File: src/erh_pkg.sv
// Shared types and constants for the exception range handler lookup block.
// Used by the front, queue and back modules; depends on nothing else.
`default_nettype none

package erh_pkg;

    localparam int SLOT_W   = 4;
    localparam int WORD_W   = 32;
    localparam int COUNT_W  = 5;
    localparam int Q_DEPTH  = 2;
    localparam int Q_PTR_W  = 1;
    localparam int Q_CNT_W  = 2;
    localparam int S_DATA_W = 136;
    localparam int M_DATA_W = 40;

    typedef enum logic {
        OP_WRITE  = 1'b0,
        OP_LOOKUP = 1'b1
    } t_op;

    // Decoded command passed from the front to the back through the queue.
    // For a lookup, lo carries the offset being searched for.
    typedef struct packed {
        t_op                op;
        logic [SLOT_W-1:0]  slot;
        logic [WORD_W-1:0]  lo;
        logic [WORD_W-1:0]  hi;
        logic [WORD_W-1:0]  handler;
    } t_cmd;

    // One stored table entry; the span is worked out when the entry is written.
    typedef struct packed {
        logic [WORD_W-1:0]  lo;
        logic [WORD_W-1:0]  hi;
        logic [WORD_W-1:0]  span;
        logic [WORD_W-1:0]  handler;
    } t_entry;

endpackage

`default_nettype wire

File: src/erh_front.sv
// Input front end: accepts stream transfers and decodes them into commands.
// Depends on erh_pkg; feeds erh_queue.
`default_nettype none

module erh_front #(
    parameter int TABLE_DEPTH = 16
) (
    input  wire logic                           s_axis_tvalid,
    output logic                                s_axis_tready,
    input  wire logic [erh_pkg::S_DATA_W-1:0]   s_axis_tdata,
    input  wire logic                           s_axis_tuser,
    input  wire logic                           i_q_full,
    output logic                                o_push,
    output erh_pkg::t_cmd                       o_cmd
);
    import erh_pkg::*;

    logic slot_ok;
    logic take;

    always_comb begin
        o_cmd.op      = t_op'(s_axis_tuser);
        o_cmd.slot    = s_axis_tdata[3:0];
        o_cmd.hi      = s_axis_tdata[67:36];
        o_cmd.handler = s_axis_tdata[99:68];
        if (s_axis_tuser == OP_LOOKUP) begin
            o_cmd.lo = s_axis_tdata[131:100];
        end else begin
            o_cmd.lo = s_axis_tdata[35:4];
        end
    end

    // Writes to slots beyond the table are accepted and dropped here.
    assign slot_ok       = (32'(s_axis_tdata[3:0]) < 32'(TABLE_DEPTH));
    assign s_axis_tready = !i_q_full;
    assign take          = s_axis_tvalid && !i_q_full;
    assign o_push        = take && ((o_cmd.op == OP_LOOKUP) || slot_ok);

endmodule

`default_nettype wire

File: src/erh_queue.sv
// Short command queue between the front end and the table engine.
// Depends on erh_pkg.
`default_nettype none

module erh_queue (
    input  wire logic           i_clk,
    input  wire logic           i_rst_n,
    input  wire logic           i_push,
    input  wire erh_pkg::t_cmd  i_cmd,
    input  wire logic           i_pop,
    output erh_pkg::t_cmd       o_head,
    output logic                o_full,
    output logic                o_empty
);
    import erh_pkg::*;

    t_cmd                r_mem [Q_DEPTH];
    logic [Q_PTR_W-1:0]  r_wr_ptr;
    logic [Q_PTR_W-1:0]  r_rd_ptr;
    logic [Q_CNT_W-1:0]  r_count;
    logic                do_push;
    logic                do_pop;

    assign o_full  = (r_count == Q_CNT_W'(Q_DEPTH));
    assign o_empty = (r_count == '0);
    assign o_head  = r_mem[r_rd_ptr];
    assign do_push = i_push && !o_full;
    assign do_pop  = i_pop && !o_empty;

    always_ff @(posedge i_clk) begin
        if (do_push) begin
            r_mem[r_wr_ptr] <= i_cmd;
        end
    end

    always_ff @(posedge i_clk) begin
        if (!i_rst_n) begin
            r_wr_ptr <= '0;
            r_rd_ptr <= '0;
            r_count  <= '0;
        end else begin
            if (do_push) begin
                r_wr_ptr <= r_wr_ptr + 1'b1;
            end
            if (do_pop) begin
                r_rd_ptr <= r_rd_ptr + 1'b1;
            end
            case ({do_push, do_pop})
                2'b10:   r_count <= r_count + 1'b1;
                2'b01:   r_count <= r_count - 1'b1;
                default: r_count <= r_count;
            endcase
        end
    end

endmodule

`default_nettype wire

File: src/erh_back.sv
// Table engine: holds the range table, carries out writes and scans the table
// one entry per cycle for lookups, then loads the output register.
// Depends on erh_pkg; takes commands from erh_queue.
`default_nettype none

module erh_back #(
    parameter int TABLE_DEPTH = 16
) (
    input  wire logic                           i_clk,
    input  wire logic                           i_rst_n,
    input  wire logic                           i_cfg_wr_en,
    input  wire logic [erh_pkg::COUNT_W-1:0]    i_cfg_wr_data,
    input  wire erh_pkg::t_cmd                  i_head,
    input  wire logic                           i_q_empty,
    output logic                                o_pop,
    output logic                                o_out_valid,
    input  wire logic                           i_out_ready,
    output logic                                o_found,
    output logic [erh_pkg::WORD_W-1:0]          o_target_pc,
    output logic [erh_pkg::SLOT_W-1:0]          o_matched_entry
);
    import erh_pkg::*;

    localparam int IDX_W = (TABLE_DEPTH > 1) ? $clog2(TABLE_DEPTH) : 1;

    typedef enum logic [1:0] {
        S_IDLE,
        S_SCAN,
        S_DONE
    } t_state;

    t_entry               r_mem [TABLE_DEPTH];
    t_entry               r_rd_data;
    t_state               r_state;
    logic [COUNT_W-1:0]   r_entry_count;
    logic [WORD_W-1:0]    r_pc;
    logic [IDX_W-1:0]     r_cur;
    logic [IDX_W-1:0]     r_last;
    logic                 r_hit;
    logic [WORD_W-1:0]    r_min_span;
    logic [WORD_W-1:0]    r_best_handler;
    logic [IDX_W-1:0]     r_best_idx;
    logic                 r_out_valid;
    logic                 r_found;
    logic [WORD_W-1:0]    r_target_pc;
    logic [SLOT_W-1:0]    r_matched_entry;

    logic [IDX_W-1:0]     rd_addr;
    logic                 covers;
    logic                 better;
    logic                 out_free;
    t_entry               wr_entry;

    assign o_pop    = (r_state == S_IDLE) && !i_q_empty;
    assign out_free = !r_out_valid || i_out_ready;

    always_comb begin
        if ((r_state == S_SCAN) && (r_cur != r_last)) begin
            rd_addr = r_cur + 1'b1;
        end else begin
            rd_addr = '0;
        end
        covers = (r_pc >= r_rd_data.lo) && (r_pc <= r_rd_data.hi);
        // Ties on span go to the later entry, hence the non-strict compare.
        better = covers && (!r_hit || (r_rd_data.span <= r_min_span));
        wr_entry.lo      = i_head.lo;
        wr_entry.hi      = i_head.hi;
        wr_entry.span    = i_head.hi - i_head.lo;
        wr_entry.handler = i_head.handler;
    end

    always_ff @(posedge i_clk) begin
        if (o_pop && (i_head.op == OP_WRITE)) begin
            r_mem[IDX_W'(i_head.slot)] <= wr_entry;
        end
        r_rd_data <= r_mem[rd_addr];
    end

    always_ff @(posedge i_clk) begin
        if (!i_rst_n) begin
            r_state       <= S_IDLE;
            r_entry_count <= '0;
            r_hit         <= 1'b0;
            r_out_valid   <= 1'b0;
        end else begin
            if (i_cfg_wr_en) begin
                r_entry_count <= i_cfg_wr_data;
            end
            if (r_out_valid && i_out_ready && (r_state != S_DONE)) begin
                r_out_valid <= 1'b0;
            end
            case (r_state)
                S_IDLE: begin
                    if (o_pop && (i_head.op == OP_LOOKUP)) begin
                        r_pc           <= i_head.lo;
                        r_hit          <= 1'b0;
                        r_min_span     <= '0;
                        r_best_handler <= '0;
                        r_best_idx     <= '0;
                        r_cur          <= '0;
                        if (32'(r_entry_count) >= 32'(TABLE_DEPTH)) begin
                            r_last <= IDX_W'(TABLE_DEPTH - 1);
                        end else begin
                            r_last <= IDX_W'(r_entry_count - 1'b1);
                        end
                        if (r_entry_count == '0) begin
                            r_state <= S_DONE;
                        end else begin
                            r_state <= S_SCAN;
                        end
                    end
                end
                S_SCAN: begin
                    if (better) begin
                        r_hit          <= 1'b1;
                        r_min_span     <= r_rd_data.span;
                        r_best_handler <= r_rd_data.handler;
                        r_best_idx     <= r_cur;
                    end
                    if (r_cur == r_last) begin
                        r_state <= S_DONE;
                    end else begin
                        r_cur <= r_cur + 1'b1;
                    end
                end
                S_DONE: begin
                    if (out_free) begin
                        r_out_valid     <= 1'b1;
                        r_found         <= r_hit;
                        r_target_pc     <= r_hit ? r_best_handler : '0;
                        r_matched_entry <= r_hit ? SLOT_W'(r_best_idx) : '0;
                        r_state         <= S_IDLE;
                    end
                end
                default: begin
                    r_state <= S_IDLE;
                end
            endcase
        end
    end

    assign o_out_valid     = r_out_valid;
    assign o_found         = r_found;
    assign o_target_pc     = r_target_pc;
    assign o_matched_entry = r_matched_entry;

endmodule

`default_nettype wire

File: src/exception_range_handler_lookup_core.sv
// Top level of the exception range handler lookup block.
// Depends on erh_pkg, erh_front, erh_queue and erh_back.
//
// Usage: items arrive on the s_axis channel. tuser selects the operation
// (low writes a table entry, high looks up an offset). A write stores start,
// end and handler in the given slot and gives no result. A lookup returns one
// transfer on m_axis: tuser is the found flag, tdata carries the handler
// offset and the index of the narrowest covering entry (both zero on a miss).
// The entry_count register is written through i_cfg_wr_en / i_cfg_wr_data;
// the user must write it only while the block is idle, which the block itself
// does not enforce. Lookups search the first entry_count entries, at most
// TABLE_DEPTH. A two-entry command queue sits in front of the table engine.
// A write is stored when the engine pops it. For a lookup the engine issues
// the first table read, scans the entries through the single registered
// read port, then loads the result.
// After reset the table contents are undefined and entry_count is zero.
// If the receiver stalls, the result waits in the output register; the
// engine holds the next lookup and the queue keeps accepting until full.
`default_nettype none

module exception_range_handler_lookup_core #(
    parameter int TABLE_DEPTH = 16
) (
    input  wire logic                           i_clk,
    input  wire logic                           i_rst_n,
    input  wire logic                           i_cfg_wr_en,
    input  wire logic [erh_pkg::COUNT_W-1:0]    i_cfg_wr_data,
    input  wire logic                           s_axis_tvalid,
    output logic                                s_axis_tready,
    // entry_index[3:0], range_start[35:4], range_end[67:36],
    // handler_target[99:68], lookup_pc[131:100], zeros above
    input  wire logic [erh_pkg::S_DATA_W-1:0]   s_axis_tdata,
    // opcode
    input  wire logic                           s_axis_tuser,
    output logic                                m_axis_tvalid,
    input  wire logic                           m_axis_tready,
    // target_pc[31:0], matched_entry[35:32], zeros above
    output logic [erh_pkg::M_DATA_W-1:0]        m_axis_tdata,
    // found
    output logic                                m_axis_tuser
);
    import erh_pkg::*;

    t_cmd               front_cmd;
    t_cmd               q_head;
    logic               push;
    logic               pop;
    logic               q_full;
    logic               q_empty;
    logic [WORD_W-1:0]  target_pc;
    logic [SLOT_W-1:0]  matched_entry;

    erh_front #(
        .TABLE_DEPTH (TABLE_DEPTH)
    ) u_front (
        .s_axis_tvalid (s_axis_tvalid),
        .s_axis_tready (s_axis_tready),
        .s_axis_tdata  (s_axis_tdata),
        .s_axis_tuser  (s_axis_tuser),
        .i_q_full      (q_full),
        .o_push        (push),
        .o_cmd         (front_cmd)
    );

    erh_queue u_queue (
        .i_clk   (i_clk),
        .i_rst_n (i_rst_n),
        .i_push  (push),
        .i_cmd   (front_cmd),
        .i_pop   (pop),
        .o_head  (q_head),
        .o_full  (q_full),
        .o_empty (q_empty)
    );

    erh_back #(
        .TABLE_DEPTH (TABLE_DEPTH)
    ) u_back (
        .i_clk           (i_clk),
        .i_rst_n         (i_rst_n),
        .i_cfg_wr_en     (i_cfg_wr_en),
        .i_cfg_wr_data   (i_cfg_wr_data),
        .i_head          (q_head),
        .i_q_empty       (q_empty),
        .o_pop           (pop),
        .o_out_valid     (m_axis_tvalid),
        .i_out_ready     (m_axis_tready),
        .o_found         (m_axis_tuser),
        .o_target_pc     (target_pc),
        .o_matched_entry (matched_entry)
    );

    assign m_axis_tdata = {4'b0000, matched_entry, target_pc};

endmodule

`default_nettype wire
File: config.mk
export PLATFORM = sky130hd
export DESIGN_NAME = exception_range_handler_lookup_core
export DESIGN_NICKNAME = d
export VERILOG_FILES = /design/src/erh_pkg.sv /design/src/erh_front.sv /design/src/erh_queue.sv /design/src/erh_back.sv /design/src/exception_range_handler_lookup_core.sv
export SDC_FILE = /design/constraint.sdc
export NUM_CORES = 2
export LEC_CHECK = 0
export BUFFER_PORTS_ARGS = -buffer_cell sky130_fd_sc_hd__buf_2
export CELL_PAD_IN_SITES_DETAIL_PLACEMENT = 0
export CELL_PAD_IN_SITES_GLOBAL_PLACEMENT = 1
export CORE_MARGIN = 5
export CORE_UTILIZATION = 45
export DETAILED_ROUTE_END_ITERATION = 7
export GPL_TIMING_DRIVEN = 0
export PLACE_DENSITY_LB_ADDON = 0.1
export SLEW_MARGIN = 25
export SYNTH_ARGS = -nofsm -noshare
export SYNTH_HDL_FRONTEND = slang
export SYNTH_SLANG_ARGS = --single-unit
export TNS_END_PERCENT = 100
File: constraint.sdc
create_clock -name i_clk -period 15.9 [get_ports i_clk]
set_input_delay 2.385 -clock i_clk [delete_from_list [all_inputs] [get_ports i_clk]]
set_output_delay 2.385 -clock i_clk [all_outputs]
set_load 0.02 [all_outputs]
; ---- Word-level counts from Yosys, hierarchy flattened
; Memory sizes are Yosys's and may differ from the RTL's. A register that Yosys moved wholly into a read port is not among the register bits.
; Cells that the tools add are included.
[totals]
register_bits = 158
ram_bits = 2250
in_bits = 147
output_inout_bits = 43
wordCells = 101
n_memories = 2
[mem_list]
columns = memory, depth, width, read_ports, rd_clocked_by_memory_dff, wr, line
row1 = u_back.r_mem, 16, 128, 1, 1, 1, erh_back.sv:32  ; t_entry r_mem [TABLE_DEPTH];
row2 = u_queue.r_mem, 2, 101, 1, 1, 1, erh_queue.sv:17  ; t_cmd r_mem [Q_DEPTH];
[classes]
add_sub_neg = 7
magnitude_cmp = 4
n_eq_ne = 13
n_mux = 30
n_bitwise = 1
n_reduce_logical = 28
[op_table]
columns = cell, n
row1 = 2-to-1 mux 32 bit, 4
row2 = case mux 32 bit (2 select lines), 2
row3 = less-or-equal comparator 32 bit, 2
row4 = greater-or-equal comparator 32 bit, 1
row5 = subtractor 32 bit, 1
row6 = 2-to-1 mux 4 bit, 4
row7 = case mux 4 bit (2 select lines), 2
row8 = AND reduction 3 bit, 4
row9 = logical AND 1 bit, 11
row10 = 2-to-1 mux 1 bit, 11
row11 = 2-to-1 mux 2 bit, 4
row12 = "!= test 2 bit, second input constant", 4
row13 = AND reduction 4 bit, 2
row14 = "equality test 2 bit, second input constant", 3
row15 = case mux 2 bit (3 select lines), 1
row16 = "greater-or-equal comparator 5 bit, second input constant", 1
row17 = logical NOT 5 bit, 1
row18 = "adder 4 x 1 -> 4 bit, second input constant", 1
row19 = "equality test 2 x 1 -> 1 bit, second input constant", 2
row20 = equality test 4 bit, 1
row21 = logical NOT 1 bit, 4
row22 = logical NOT 2 bit, 2
row23 = "!= test 2 x 1 -> 1 bit, second input constant", 2
row24 = != test 4 bit, 1
row25 = other kinds (9), 12

; ---- Longest topological paths before layout
[logic_depth]
ltp_word = 6
mapped_depth = 14
depth_no_buf = 11

; ---- By module
; A second synthesis with hierarchy kept.
[unflattened]
hier_cells = 6633
area_unflattened_um2 = 100679.1
[modules_own_cells]
columns = mod, n_inst, cells_each, area_per_inst_um2, seq_area_each_um2
row1 = erh_back, 1, 6181, 92078.3, 68595.8
row2 = erh_queue, 1, 340, 7494.7, 6165.9
row3 = erh_front, 1, 107, 1072.3, 0.0
row4 = exception_range_handler_lookup_core, 1, 5, 33.8, 0.0

; ---- Worst setup path after synthesis
; No wires, ideal clock.
[synth_timing]
path_kind = input -> register
startpoint = input i_rst_n
endpoint = register u_back.r_best_handler[0], enable pin
setup_time_ns = 0.535
t_arrival_ns = 6.734
required_time_ns = 15.365
path_slack_ns = 8.631
path_stages = 4
path_cell_list = nand2_1 > inv_1 > a31oi_1 > a31oi_1
[synth_between]
elab_chain_len = 1
[synth_lines]
columns = item, line
row1 = "start, declared", exception_range_handler_lookup_core.sv:25  ; input wire logic i_rst_n,
row2 = AND reduction 4 bit (no source line), n/a
row3 = "end signal, assigned", erh_back.sv:117  ; r_best_handler <= r_rd_data.handler;
row4 = "end, declared", erh_back.sv:41  ; logic [WORD_W-1:0] r_best_handler;
; No other way between the ends.
; A chain may end at the register's enable or synchronous reset.

==> metrics.txt <==
status finished clean; async set-reset flop share out of synthesis 0%; pre-CTS setup slack a little over 9 ns; Max Slew Vio Count 0; CP Cell Sequence clkbuf_2 -> buf_16 -> clkbuf_2 -> buf_2 -> buf_12 -> mux2i_1 -> inv_1 -> fa_1 -> nor2b_1 -> o31a_1 -> o21a_1 -> a21oi_1 -> a211oi_1 -> o21ai_1 -> or3_1 -> o211ai_1 -> buf_4 -> buf_2; min Tclk post-route around 6.6 ns; IO buf count between 150 and 200; Post-Route WL 299000 um; total CTS buffers about 290; setup TNS 0 ns; max-cap violations 0; largest net degree at the start of global routing 33; GR Overflow Total 0; nets@finish about 7500; WP data required 16.63 ns; CP endpoint kind register; Final WS setup 9.34 ns; Clock Power Share 33.0%; Routed Antenna Nets 0; Power Density ~170 mW/mm^2; Crit-path slowest cell fa_1; Final Util between 50% and 60%; Max VDD drop approximately 140 uV; Reg power frac 44.8%; largest area contributor in the netlist edfxtp_1; Core Area about 0.22 sq mm; sequential share of the synthesized area 74.9%; clock tree from TritonCTS done; Fin. Hold Viols 0; DPL Wire Length approximately 210000 um; Yosys cell types 72; # hold bufs at CTS 0; clk_lat worst skew ~0.94 ns; measured slew at the worst slew-check pin between 1 and 1.5 ns; number of synthesized flops with an enable pin ~2400; Gate Count Post-Synth between 6000 and 7000; Worst-path clk slew about 0.060 ns; Synth area leaders edfxtp_1 72%, mux2i_1 4.9%, nand2_1 3.8%; Main synth FF type edfxtp_1; clk_skew 0.0589 ns; CTS Buffer Depth 4; LEAKAGE approximately 40 nW; Worst Path Arrival approximately 7.3 ns; First DRT Iteration DRCs 5345; RePlAce Congestion between 0.8 and 0.9; Die X-Extent about 480 um; area grow syn2layout 18.1%; Max Fclk between 0.15 and 0.2 GHz; CTS root buf clkbuf_16; total setup buffers inserted after CTS 0; Initial Utilization around 45%; Via density around 5.7; Die H a little under 500 um; fin crit share approximately two fifths; Die ar. 0.231 sq mm; Yosys top cell area share between 70% and 80%; htree depth 5; Gate power share between 20% and 30%; switching share of power ~30%; Worst Path Max Fanout 18; P_sw about 5.9 mW; number of global-route vias before repair about 59000; gr usage total 25.6%; initial antenna violation count 18; RSZ-0062 raised after global routing no; global-route wire length before repair 427000 um; CP max stage delay roughly 0.63 ns; WS Path Type register to register; IO Pins between 150 and 200; CP Launch Type register; DR WL/cell about 29 um; post-synth design cell area between 0.09 and 0.1 sq mm; # clock sinks ~2500; share of layout cells above drive strength 1 between 10% and 20%; via count 59218; synth warn 0; row count 173; internal power about 14 mW; post-CTS sizing 0; Slew headroom between 20% and 30%; Yosys reg bits between 2000 and 3000; drt drc 0; Hold WC Path Type register to register; Post-Syn Area per Cell ~15 sq um; Pre-antenna DRT Iters 6; Final Setup Violations 0
## flip-flops by register name (all words and copies together) (netlist names), named ones only
| register | count |
|---|---|
| u_back.o_found | 1 |
| u_back.r_last | 4 |
| u_back.r_pc | 32 |
| u_queue.r_count | 2 |
| u_back.r_min_span | 32 |
| u_back.r_hit | 1 |
| u_queue.r_mem | 202 |
| u_queue.r_wr_ptr | 1 |
| u_back.r_best_idx | 4 |
| u_queue.r_rd_ptr | 1 |
| u_back.o_out_valid | 1 |
| u_back.o_target_pc | 32 |
| u_back.r_state | 2 |
| u_back.r_mem | 2048 |
| u_back.r_best_handler | 32 |
| u_back.r_entry_count | 5 |
| u_back.r_cur | 4 |
| u_back.r_rd_data | 128 |
| u_back.o_matched_entry | 4 |
## layout by cell type (no fill, tap or decap), types with 18 or more instances in the layout
| master | synthesis | layout |
|---|---|---|
| buf_12 | 1 | 59 |
| buf_2 | 108 | 294 |
| inv_1 | 148 | 147 |
| nand2_1 | 1015 | 1015 |
| clkinv_2 | 0 | 47 |
| bufinv_16 | 0 | 20 |
| o221ai_1 | 58 | 58 |
| clkbuf_8 | 0 | 18 |
| mux2i_1 | 493 | 486 |
| nand3_1 | 500 | 500 |
| buf_1 | 24 | 19 |
| clkinv_1 | 0 | 37 |
| ha_1 | 131 | 131 |
| nand4_1 | 22 | 22 |
| and2_1 | 111 | 111 |
| mux2_2 | 97 | 97 |
| clkbuf_1 | 220 | 280 |
| a221oi_1 | 229 | 229 |
| clkbuf_16 | 0 | 302 |
| buf_16 | 0 | 91 |
| a311oi_1 | 119 | 119 |
| a21oi_1 | 181 | 180 |
| edfxtp_1 | 2395 | 2395 |
| nor2_1 | 61 | 43 |
| a31oi_1 | 143 | 142 |
| a21o_1 | 35 | 35 |
| nand2b_1 | 18 | 18 |
| dfxtp_1 | 142 | 142 |
| buf_4 | 44 | 46 |
| o21ai_0 | 23 | 23 |
## power groups by stage
stage | clock network [mW] | registers, mW | logic, mW
2_1_floorplan | 0 | 8.90 | 2.18
3_3_place_gp | 0 | 9.04 | 3.90
3_5_place_dp | 0 | 8.92 | 4.36
4_1_cts | 6.58 | 8.78 | 4.38
5_1_grt | 6.87 | 8.81 | 4.64
6_report | 6.47 | 8.78 | 4.35
## worst max-delay path, delay by kind of cell (launching register included)
family,cells,cell delay (ns)
compound gates,6,1.33
fa+ha+maj,1,0.63
buf+inv,8,2.78
flops,1,0.38
mux,1,0.56
simple gates,2,0.61
## cell usage after synthesis, drive strengths merged, types with 13 or more instances
cell type and count:
edfxtp 2395, nand2 1015, nand3 500, mux2i 493
a221oi 229, clkbuf 222, buf 187, a21oi 181
inv 149, a31oi 143, dfxtp 142, ha 131
a311oi 119, and2 111, mux2 97, nor2 61
o221ai 59, a21o 35, o21ai 29, xnor2 23
nand4 22, nand2b 18, nor2b 16, and3 15
o21a 14, xor2 13
## path summary, 6_finish.rpt
check                           depth (start not counted)  slack, ns                        end                 start
worst max-delay path                                   18       9.34       u_back.r_mem[15][62]              register
worst min-delay path                                    1       0.51  u_back.r_best_handler[21]  u_back.r_rd_data[21]
worst max register to register                         18       9.34       u_back.r_mem[15][62]              register
worst min register to register                          1       0.51  u_back.r_best_handler[21]  u_back.r_rd_data[21]
## logic make-up (layout without fill, tap and decap cells)
logic type	Yosys count	after routing	share of synthesized area, %
muxes	600	600	6.26
and+or+nand+nor	1791	1791	7.92
adders and majority gates	132	132	1.66
AOI/OAI and AO/OA	877	877	6.43
other	1	17	0.00376
buffers and inverters	558	1409	2.51
xor gates and xnor gates	36	36	0.316
DFF	2537	2537	74.9
## final cells by class
cell class	instances	area, sq um
antenna	13	32.5
buffer	409	1960
clock buffer	391	8070
clock inverter	112	1050
fill	18099	104000
inverter	149	559
multi-input combinational	3440	23000
sequential	2537	74800
tap	2975	3720
timing repair buffer	348	4800
## through the flow
step	cells	total power [mW]	instance area [sq um]	hold slack, ns
after floorplan	6535	11.1	99800	0.428
after global routing	10362	20.3	118000	0.520
final	10374	19.6	118000	0.506
after CTS	10361	19.7	118000	0.508
after detailed placement	9858	13.3	109000	0.491
after global placement	9690	12.9	104000	0.492
## layer usage
layer	global-route usage, %	vias up	wire, um
li1	-	26441	-
met1	34.5	30327	124000
met2	42.3	2013	145000
met3	4.58	435	19800
met4	8.82	2	10200
met5	0	-	18
No activity file was read; power rests on OpenSTA's default activity.
